<file path="src/rtl/core/crfma_pkg.sv">
`default_nettype none
package crfma_pkg;

  localparam int ID_W = 29;
  localparam int STATUS_W = 3;
  localparam int SLOT_W = 5;

  localparam logic [ID_W-1:0] STD_BITS = ID_W'(32'h7FF);
  localparam logic [ID_W-1:0] EXT_BITS = ID_W'(32'h1FFF_FFFF);

  localparam logic FUNC_ADD = 1'b0;
  localparam logic FUNC_CLEAR = 1'b1;

  localparam logic [STATUS_W-1:0] ST_COVERED = 3'd0;
  localparam logic [STATUS_W-1:0] ST_WIDENED = 3'd1;
  localparam logic [STATUS_W-1:0] ST_ALLOCATED = 3'd2;
  localparam logic [STATUS_W-1:0] ST_FULL = 3'd3;
  localparam logic [STATUS_W-1:0] ST_CLEARED = 3'd4;

  typedef struct packed {
    logic ext;
    logic [ID_W-1:0] mask;
    logic [ID_W-1:0] id;
  } entry_t;

  function automatic logic [ID_W-1:0] trunc_for(input logic [ID_W-1:0] v, input logic ext);
    trunc_for = ext ? (v & EXT_BITS) : (v & STD_BITS);
  endfunction

endpackage
`default_nettype wire

</file>
<file path="src/rtl/core/crfma_req_if.sv">
`default_nettype none
interface crfma_req_if
  import crfma_pkg::*;
();
  logic valid;
  logic ready;
  logic func;
  logic ext;
  logic [ID_W-1:0] frame_id;
  logic [ID_W-1:0] id_mask;

  modport source(output valid, func, ext, frame_id, id_mask, input ready);
  modport sink(input valid, func, ext, frame_id, id_mask, output ready);
endinterface
`default_nettype wire

</file>
<file path="src/rtl/core/crfma_rsp_if.sv">
`default_nettype none
interface crfma_rsp_if
  import crfma_pkg::*;
();
  logic valid;
  logic ready;
  logic [STATUS_W-1:0] status;
  logic [SLOT_W-1:0] slot;

  modport source(output valid, status, slot, input ready);
  modport sink(input valid, status, slot, output ready);
endinterface
`default_nettype wire

</file>
<file path="src/rtl/core/can_rx_filter_merge_allocator_unit.sv">
`default_nettype none
// CAN receive acceptance filter table. One request beat on req gives one result beat on rsp.
// A clear frees every slot but the reserved slot 0 and moves its result through the FINISH
// state into the output register. An add walks slots 1 to SLOTS-1 through the filter memory,
// with one READ step and one EVAL compare step per slot; it stops at slot k when slot k covers
// or is widened and walks every slot when the lowest free slot is allocated or the table is
// full. The free slot is tracked during the same walk. A new request is taken as soon as the
// previous result has moved into the output register.
module can_rx_filter_merge_allocator_unit
  import crfma_pkg::*;
#(
  parameter int SLOTS = 32
) (
  input wire logic clk,
  input wire logic rst,
  crfma_req_if.sink req,
  crfma_rsp_if.source rsp
);

  localparam int IW = (SLOTS > 1) ? $clog2(SLOTS) : 1;
  localparam logic [IW-1:0] LAST = IW'(SLOTS - 1);
  localparam logic [IW-1:0] FIRST = IW'(1);

  typedef enum logic [1:0] {IDLE, READ, EVAL, FINISH} state_t;

  state_t state;
  logic [SLOTS-1:0] slot_used;
  logic [IW-1:0] idx;
  logic [IW-1:0] free_idx;
  logic free_found;
  logic req_ext;
  logic [ID_W-1:0] req_id;
  logic [ID_W-1:0] req_mask;
  logic [STATUS_W-1:0] res_status;
  logic [SLOT_W-1:0] res_slot;
  logic out_valid;
  logic [STATUS_W-1:0] out_status;
  logic [SLOT_W-1:0] out_slot;

  entry_t mem [SLOTS];
  entry_t rd_data;
  logic mem_we;
  logic [IW-1:0] mem_wa;
  entry_t mem_wd;

  logic [ID_W-1:0] mnew, mold, diff;
  logic in_use, same_type, hit_cover, hit_widen, free_ok;
  logic [IW-1:0] free_pick;

  always_comb begin
    in_use = slot_used[idx];
    same_type = in_use && (rd_data.ext == req_ext);
    mnew = req_id & req_mask;
    mold = rd_data.id & rd_data.mask;
    diff = mnew ^ mold;
    hit_cover = same_type && (diff == '0) && ((req_id & rd_data.mask) == mold);
    hit_widen = same_type && (diff != '0) && ((diff & (diff - ID_W'(1))) == '0)
                && ((rd_data.mask & ~req_mask) == '0);
    free_ok = free_found || !in_use;
    free_pick = free_found ? free_idx : idx;

    mem_we = 1'b0;
    mem_wa = idx;
    mem_wd = rd_data;
    if (state == EVAL) begin
      if (hit_cover) begin
        mem_we = 1'b0;
      end else if (hit_widen) begin
        mem_we = 1'b1;
        mem_wd.mask = trunc_for(rd_data.mask & ~diff, req_ext);
      end else if (idx == LAST && free_ok) begin
        mem_we = 1'b1;
        mem_wa = free_pick;
        mem_wd.ext = req_ext;
        mem_wd.mask = trunc_for(req_mask, req_ext);
        mem_wd.id = trunc_for(req_id, req_ext);
      end
    end
  end

  always_ff @(posedge clk) begin
    rd_data <= mem[idx];
    if (mem_we) begin
      mem[mem_wa] <= mem_wd;
    end
  end

  always_ff @(posedge clk) begin
    if (rst) begin
      state <= IDLE;
      slot_used <= SLOTS'(1);
      idx <= FIRST;
      free_found <= 1'b0;
      out_valid <= 1'b0;
    end else begin
      if (rsp.ready) begin
        out_valid <= 1'b0;
      end
      case (state)
        IDLE: begin
          if (req.valid) begin
            req_ext <= req.ext;
            req_id <= req.frame_id;
            req_mask <= req.id_mask;
            idx <= FIRST;
            free_found <= 1'b0;
            if (req.func == FUNC_CLEAR) begin
              slot_used <= SLOTS'(1);
              res_status <= ST_CLEARED;
              res_slot <= '0;
              state <= FINISH;
            end else begin
              state <= READ;
            end
          end
        end
        READ: begin
          state <= EVAL;
        end
        EVAL: begin
          if (!in_use && !free_found) begin
            free_found <= 1'b1;
            free_idx <= idx;
          end
          if (hit_cover) begin
            res_status <= ST_COVERED;
            res_slot <= SLOT_W'(idx);
            state <= FINISH;
          end else if (hit_widen) begin
            res_status <= ST_WIDENED;
            res_slot <= SLOT_W'(idx);
            state <= FINISH;
          end else if (idx == LAST) begin
            if (free_ok) begin
              slot_used[free_pick] <= 1'b1;
              res_status <= ST_ALLOCATED;
              res_slot <= SLOT_W'(free_pick);
            end else begin
              res_status <= ST_FULL;
              res_slot <= '0;
            end
            state <= FINISH;
          end else begin
            idx <= idx + FIRST;
            state <= READ;
          end
        end
        FINISH: begin
          if (!out_valid || rsp.ready) begin
            out_valid <= 1'b1;
            out_status <= res_status;
            out_slot <= res_slot;
            state <= IDLE;
          end
        end
        default: begin
          state <= IDLE;
        end
      endcase
    end
  end

  assign req.ready = (state == IDLE);
  assign rsp.valid = out_valid;
  assign rsp.status = out_status;
  assign rsp.slot = out_slot;

  a_slot0_reserved: assert property (@(posedge clk) disable iff (rst) slot_used[0])
    else $error("reserved slot freed");

  a_busy_after_beat: assert property (@(posedge clk) disable iff (rst)
    (req.valid && req.ready) |=> !req.ready)
    else $error("request taken while busy");

  a_write_only_eval: assert property (@(posedge clk) disable iff (rst)
    mem_we |-> (state == EVAL))
    else $error("filter memory written outside compare step");

  a_full_slot_zero: assert property (@(posedge clk) disable iff (rst)
    (out_valid && (out_status == ST_FULL || out_status == ST_CLEARED)) |-> (out_slot == '0))
    else $error("nonzero slot on full or clear result");

endmodule
`default_nettype wire
</file>
<file path="src/flat_wrapper.sv">
// flat-port wrapper written by rule: the top's interface ports become plain ports
module can_rx_filter_merge_allocator_unit_flat import crfma_pkg::*;
#(
  parameter int SLOTS = 32
)
  (clk, rst, req_valid, req_func, req_ext, req_frame_id, req_id_mask, req_ready, rsp_valid, rsp_status, rsp_slot, rsp_ready);
  crfma_req_if req_i ();
  crfma_rsp_if rsp_i ();
  input wire logic clk;
  input wire logic rst;
  input wire logic [$bits(req_i.valid)-1:0] req_valid;
  input wire logic [$bits(req_i.func)-1:0] req_func;
  input wire logic [$bits(req_i.ext)-1:0] req_ext;
  input wire logic [$bits(req_i.frame_id)-1:0] req_frame_id;
  input wire logic [$bits(req_i.id_mask)-1:0] req_id_mask;
  output wire logic [$bits(req_i.ready)-1:0] req_ready;
  output wire logic [$bits(rsp_i.valid)-1:0] rsp_valid;
  output wire logic [$bits(rsp_i.status)-1:0] rsp_status;
  output wire logic [$bits(rsp_i.slot)-1:0] rsp_slot;
  input wire logic [$bits(rsp_i.ready)-1:0] rsp_ready;
  assign req_i.valid = req_valid;
  assign req_i.func = req_func;
  assign req_i.ext = req_ext;
  assign req_i.frame_id = req_frame_id;
  assign req_i.id_mask = req_id_mask;
  assign req_ready = req_i.ready;
  assign rsp_valid = rsp_i.valid;
  assign rsp_status = rsp_i.status;
  assign rsp_slot = rsp_i.slot;
  assign rsp_i.ready = rsp_ready;
  can_rx_filter_merge_allocator_unit #(.SLOTS(SLOTS)) u_core (.clk(clk), .rst(rst), .req(req_i), .rsp(rsp_i));
endmodule
</file>
<file path="config.mk">
export PLATFORM = sky130hd
export DESIGN_NAME = can_rx_filter_merge_allocator_unit_flat
export DESIGN_NICKNAME = d
export VERILOG_FILES = /design/src/rtl/core/crfma_pkg.sv /design/src/rtl/core/crfma_req_if.sv /design/src/rtl/core/crfma_rsp_if.sv /design/src/rtl/core/can_rx_filter_merge_allocator_unit.sv /design/src/flat_wrapper.sv
export SDC_FILE = /design/constraint.sdc
export NUM_CORES = 2
export LEC_CHECK = 0
export BUFFER_PORTS_ARGS = -buffer_cell sky130_fd_sc_hd__buf_2
export CORE_MARGIN = 8
export CORE_UTILIZATION = 40
export CTS_CLUSTER_DIAMETER = 40
export DETAILED_ROUTE_END_ITERATION = 6
export PLACE_DENSITY = 0.53
export SYNTH_ARGS = -nofsm -noshare
export SYNTH_HDL_FRONTEND = slang
export SYNTH_SLANG_ARGS = --single-unit
</file>
<file path="constraint.sdc">
create_clock -name clk -period 8.6 [get_ports clk]
set_input_delay 0.86 -clock clk [delete_from_list [all_inputs] [get_ports clk]]
set_output_delay 0.86 -clock clk [all_outputs]
set_load 0.01 [all_outputs]
</file>
After elaboration in Yosys (flattened, before gate mapping)
Memories as Yosys holds them, arrays and structs flattened. A register that Yosys moved wholly into a read port is not among the register bits.
Cells that the tools add are included.
W data, S select, Z words.

word-level totals
  bits in registers = 121
  bits in latches = 0
  RAM bits = 1888
  ROM bits = 0
  input bits = 64
  memories = 1

memory list
  name        depth  bits a word  read ports  clocked after memory_dff  write ports  RTL line                                  RTL
  u_core.mem  32     59           1           1                         1            can_rx_filter_merge_allocator_unit.sv:40  entry_t mem [SLOTS];

operators by class
  add/sub/neg operators = 2
  $mul = 0
  divide/modulo/power cells = 0
  order comparisons = 3
  equal/unequal tests = 16
  shifts and indexed selects = 0
  multiplexer cells = 63
  bitwise logic cells = 11
  reduce and logical (&&, ||, !) cells = 28

operators with widths
  kind                     count
  $mux W32                 6
  $mux W59                 3
  $and A29 B29 Y29         6
  $mux W29                 5
  $logic_not A29 Y1        3
  $mux W5                  15
  $pmux W32 S2             1
  $not A29 Y29             2
  $or A32 B32 Y32          1
  $eq A29 B29 Y1           1
  $reduce_bool A29 Y1      1
  $sub A29 B1 Y29 const B  1
  $xor A29 B29 Y29         1
  $pmux W5 S2              2
  $mux W1                  15
  $mux W3                  5
  $ne A2 B2 Y1 const B     7
  $lt A5 B6 Y1 const B     2
  $mux W2                  6
  $reduce_and A3 Y1        4
  $reduce_and A5 Y1        2
  $logic_and A1 B1 Y1      9
  $pmux W2 S4              1
  $reduce_and A7 Y1        1
  other kinds (18)         23

Logic depth before layout (Yosys ltp)
  depth in word-level cells = 12
  mapped depth = 15

Worst setup path before layout
Ideal clock, no wire load.

  path kind = reg-to-reg
  start point = reg u_core.idx[1]
  end point = mem u_core.mem[16][0] (netlist bit), enable pin
  data arrival time = 5.799 ns
  data required time = 8.099 ns
  setup slack = 2.300 ns
  cell stages (with the launch flop) = 13
  buffers on the path = 4
  cells stage by stage = dfxtp_1 > buf_2 > buf_4 > buf_4 > mux2i_1 > nand3_1 > a31o_2 > nor2_2 > o21ai_0 > or2_1 > buf_2 > or4_1 > a22oi_1

on the way
  cells in the longest elaborated chain, start to end = 11

ends and longest elaborated chain
  item                                                              RTL line                                                                            RTL
  start, declared                                                   can_rx_filter_merge_allocator_unit.sv:28                                            logic [IW-1:0] idx;
  start signal, assigned                                            can_rx_filter_merge_allocator_unit.sv:144                                           idx <= idx + FIRST;
  $bmux W1 S5                                                       can_rx_filter_merge_allocator_unit.sv:51                                            in_use = slot_used[idx];
  $mux W1 (implied by the code)                                     can_rx_filter_merge_allocator_unit.sv:51
  $logic_not A1 Y1 / $logic_and A1 B1 Y1 (equally long branches)    can_rx_filter_merge_allocator_unit.sv:59, can_rx_filter_merge_allocator_unit.sv:52
  $logic_or A1 B1 Y1 / $logic_and A1 B1 Y1 (equally long branches)  can_rx_filter_merge_allocator_unit.sv:59, can_rx_filter_merge_allocator_unit.sv:57
  $logic_and A1 B1 Y1 (on tied branches)                            can_rx_filter_merge_allocator_unit.sv:71, can_rx_filter_merge_allocator_unit.sv:57
  $mux W1 / $logic_and A1 B1 Y1 (equally long branches)             can_rx_filter_merge_allocator_unit.sv:71, can_rx_filter_merge_allocator_unit.sv:58
  $mux W1                                                           can_rx_filter_merge_allocator_unit.sv:68                                            end else if (hit_widen) begin
  $mux W1                                                           can_rx_filter_merge_allocator_unit.sv:66                                            if (hit_cover) begin
  $mux W1                                                           can_rx_filter_merge_allocator_unit.sv:65                                            if (state == EVAL) begin
  $mux W1                                                           can_rx_filter_merge_allocator_unit.sv:83                                            if (mem_we) begin
  $mux W1 (implied by the code)                                     can_rx_filter_merge_allocator_unit.sv:84                                            mem[mem_wa] <= mem_wd;
  end, declared                                                     can_rx_filter_merge_allocator_unit.sv:40

Several ways; a longest one is shown, not always the timed one. The select of a mux whose other input is x is not followed.

==> results.json <==
{
  "die_y_um": 465,
  "cts.sinks": 2068,
  "nets": 4052,
  "postPlaceCellArea_sq_um": 85000,
  "power_density_nw_per_um2": 265,
  "setup.worst_path.class": "reg -> reg",
  "muxShareOfSynthArea": 0.177,
  "status": "complete, no violations",
  "n_fill_cell": 16300,
  "syn_area_sq_um": 80500,
  "vias": 40100,
  "leakagePower_nw": 30.1,
  "holdBufCountCts": 0,
  "core_sq_um": 200000,
  "wl_per_cell_um": 33.1,
  "finalMaxSlewViolations": 0,
  "cts_resized": 0,
  "tightest_slew_ns": 1.42,
  "synth_top_family_by_area": "multiplexers",
  "syn_inst": 3654,
  "drt_iter0_markers": 4286,
  "grt_max_degree": 134,
  "finalSetupTns_ns": 0,
  "maxCapViolations": 0,
  "routed_via_density": 5.83,
  "gr-total-overflow": 0,
  "hold_class": "in -> reg",
  "startpoint_type": "flop",
  "clock_latency_ns": 0.93,
  "start_util": 0.403,
  "design_area_sq_um": 95200,
  "fmax_mhz": 169,
  "drt_first_pass_iters": 6,
  "cts_tree": "built",
  "yosysUniqueCellTypes": 83,
  "peakVddDrop_uv": 183,
  "synthesis.nets": 3720,
  "antenna_found_initial": 10,
  "dpl.hpwl_um": 127000,
  "syn_avg_cell_area_sq_um": 22.0,
  "cp-end-kind": "flop",
  "htreeDepth": 5,
  "worstPathMaxFanout": 66,
  "areaGrowthSynthToFinish_pct": 18.2,
  "rows": 164,
  "drive_above_1_share": 0.343,
  "ys_seq_area_frac": 0.759,
  "fin_skew_ns": 0.0614,
  "ant_nets": 0,
  "synth_fa_ha_area_frac": 0.000559,
  "drc": 0,
  "fin_crit_ns": 5.93,
  "clkTransAtPathRegs_ns": 0.06,
  "dieWidth_um": 465,
  "period_share": 0.690,
  "relSlewSlack": 0.0556,
  "arrival_ns": 6.49,
  "finalHoldViolations": 0,
  "timing.hold.ws_ns": 0.110,
  "grt_pass1_wl_um": 319000,
  "io_buffers": 73,
  "post_cts_buffers": 0,
  "async_flop_share": 0,
  "yosys.area_share.simple": 0.0224,
  "place_congestion": 0.906,
  "grt_use_total": 0.207,
  "io-pin-count": 74,
  "setup_viol": 0,
  "clockBufferDepth": 4,
  "yosys_warnings": 0,
  "numCtsBuffers": 304,
  "rsz0062_at_grt": "false",
  "synth_seq_cells": 2068,
  "synth-compound-area-share": 0.0222,
  "dieArea_sq_um": 216000,
  "synth-xor-area-share": 0.00694,
  "drt-total-wl_um": 227000,
  "cts-root-buf": "clkbuf_16",
  "ys.flop_type": "edfxtp_1",
  "grt_pass1_vias": 40700,
  "required_ns": 9.16,
  "synth_edf_count": 1968
}
## cell families (layout without fill, tap and decap cells)
kind of cell,after synthesis,count (layout)
compound gates,241,241
xor+xnor,63,63
fa+ha+maj,4,4
buf+inv,241,798
flops,2068,2068
mux,680,680
other cells,0,4
simple gates,357,357
## metal layers
metal | routed length [um] | vias up | part of all wire | GRT usage
met2 | 111000 | 1523 | 0.49 | 0.339
li1 | - | 16300 | - | -
met4 | 7720 | 0 | 0.034 | 0.0683
met3 | 13100 | 391 | 0.058 | 0.0330
met5 | 0 | - | 0 | 0
met1 | 95200 | 21900 | 0.42 | 0.284
## worst paths after layout
check             cells after the start  slack [ns]          startpoint                 end
setup / recovery                     12        2.67       u_core.idx[1]   u_core.mem[8][34]
hold / removal                        1        0.11             req_ext      u_core.req_ext
setup reg to reg                     12        2.67       u_core.idx[1]   u_core.mem[8][34]
hold reg to reg                       0        0.43  u_core.res_slot[4]  u_core.rsp.slot[4]
## worst max-delay path, stage by stage (launching register included)
cell      delay, ns
dfxtp_4        0.68
buf_4          0.63
mux2i_1        0.16
a22oi_1        0.20
nand4_1        0.11
o21ai_0        0.16
o21ai_0        0.28
nand4b_1       0.34
or4_4          0.93
nand2_2        0.45
buf_4          0.35
buf_4          0.30
a31o_1         0.91
## area by class of cell
type / instances / area [sq um] / area share
multi-input cells: 1345 / 18900 / 0.199
well taps: 2656 / 3320 / 0.0349
diodes: 4 / 10.0 / 0.000105
clock buffers: 355 / 7960 / 0.0836
flip-flops and latches: 2068 / 61100 / 0.642
inverters: 53 / 206 / 0.00217
repair buffers: 214 / 1630 / 0.0171
clock inverters: 176 / 2000 / 0.0210
## registers in the layout, indices dropped and copies added (netlist names)
| signal | cells |
|---|---|
| u_core.free_found | 1 |
| u_core.free_idx | 5 |
| u_core.idx | 5 |
| u_core.mem | 1888 |
| u_core.rd_data | 59 |
| u_core.req_ext | 1 |
| u_core.req_id | 29 |
| u_core.req_mask | 29 |
| u_core.res_slot | 5 |
| u_core.res_status | 3 |
| u_core.rsp.slot | 5 |
| u_core.rsp.status | 3 |
| u_core.rsp.valid | 1 |
| u_core.slot_used | 32 |
| u_core.state | 2 |
## cell usage in the layout (no fill, tap or decap), drive strengths merged, types with 5 or more instances in the layout
cell type | netlist | layout
or4 | 8 | 8
o21ai | 58 | 58
xor2 | 43 | 43
clkbuf | 119 | 355
nor4 | 6 | 6
dfxtp | 100 | 100
buf | 69 | 214
nand2 | 102 | 102
nand3 | 45 | 45
a31oi | 21 | 21
a41oi | 15 | 15
nor3 | 34 | 34
clkinvlp | 0 | 29
nor2b | 7 | 7
inv | 53 | 87
bufinv | 0 | 32
mux2 | 73 | 73
o22ai | 7 | 7
o221ai | 18 | 18
a21oi | 14 | 14
a22oi | 45 | 45
mux2i | 17 | 17
edfxtp | 1968 | 1968
xnor2 | 20 | 20
o2111ai | 5 | 5
clkinv | 0 | 81
nand2b | 31 | 31
nand4 | 24 | 24
nor2 | 78 | 78
o31ai | 14 | 14
mux4 | 590 | 590
## through the flow
step	utilization	power [mW]	setup slack (ns)	instances
after CTS	0.475	25.4	2.78	6862
after global routing	0.476	26.0	2.35	6868
after detailed placement	0.425	13.3	2.80	6331
final	0.476	25.2	2.67	6871
after floorplan	-	12.7	2.30	3654
after global placement	0.424	13.2	2.53	6323
## synth_stat cells (3+ instances only)
master,instances,area [sq um]
o221ai_1,8,70.1
o2111ai_1,5,43.8
buf_2,15,75.1
nand3_2,5,50.1
or4_4,3,33.8
clkbuf_1,119,447
a32o_1,4,40.0
and3_1,4,25.0
o221ai_2,10,150
nand4_1,22,138
mux4_2,590,13300
a41oi_1,15,131
a211oi_1,4,30.0
a21oi_1,13,65.1
or3_1,3,18.8
a211o_1,3,26.3
nor2b_1,7,43.8
a22oi_1,45,338
o22ai_1,7,43.8
buf_1,46,173
buf_4,6,45.0
mux2_2,71,800
nand3_1,40,200
or4_1,5,37.5
nor2_1,76,285
dfxtp_1,100,2000
o21ai_0,56,280
o31ai_1,13,97.6
nand2_1,101,379
nor4_1,5,31.3
inv_1,52,195
nand2b_1,31,194
edfxtp_1,1968,59100
nor3_1,34,170
mux2i_1,17,170
a31oi_1,21,131
xor2_1,43,377
or2_2,3,18.8
xnor2_1,19,166
## power by group
group	switching [mW]	internal [mW]
clock	4.53	7.63
sequential	0.108	11.3
combinational	0.986	0.686
total	5.63	19.6
Note: power is estimated with default switching activity, not from simulation.
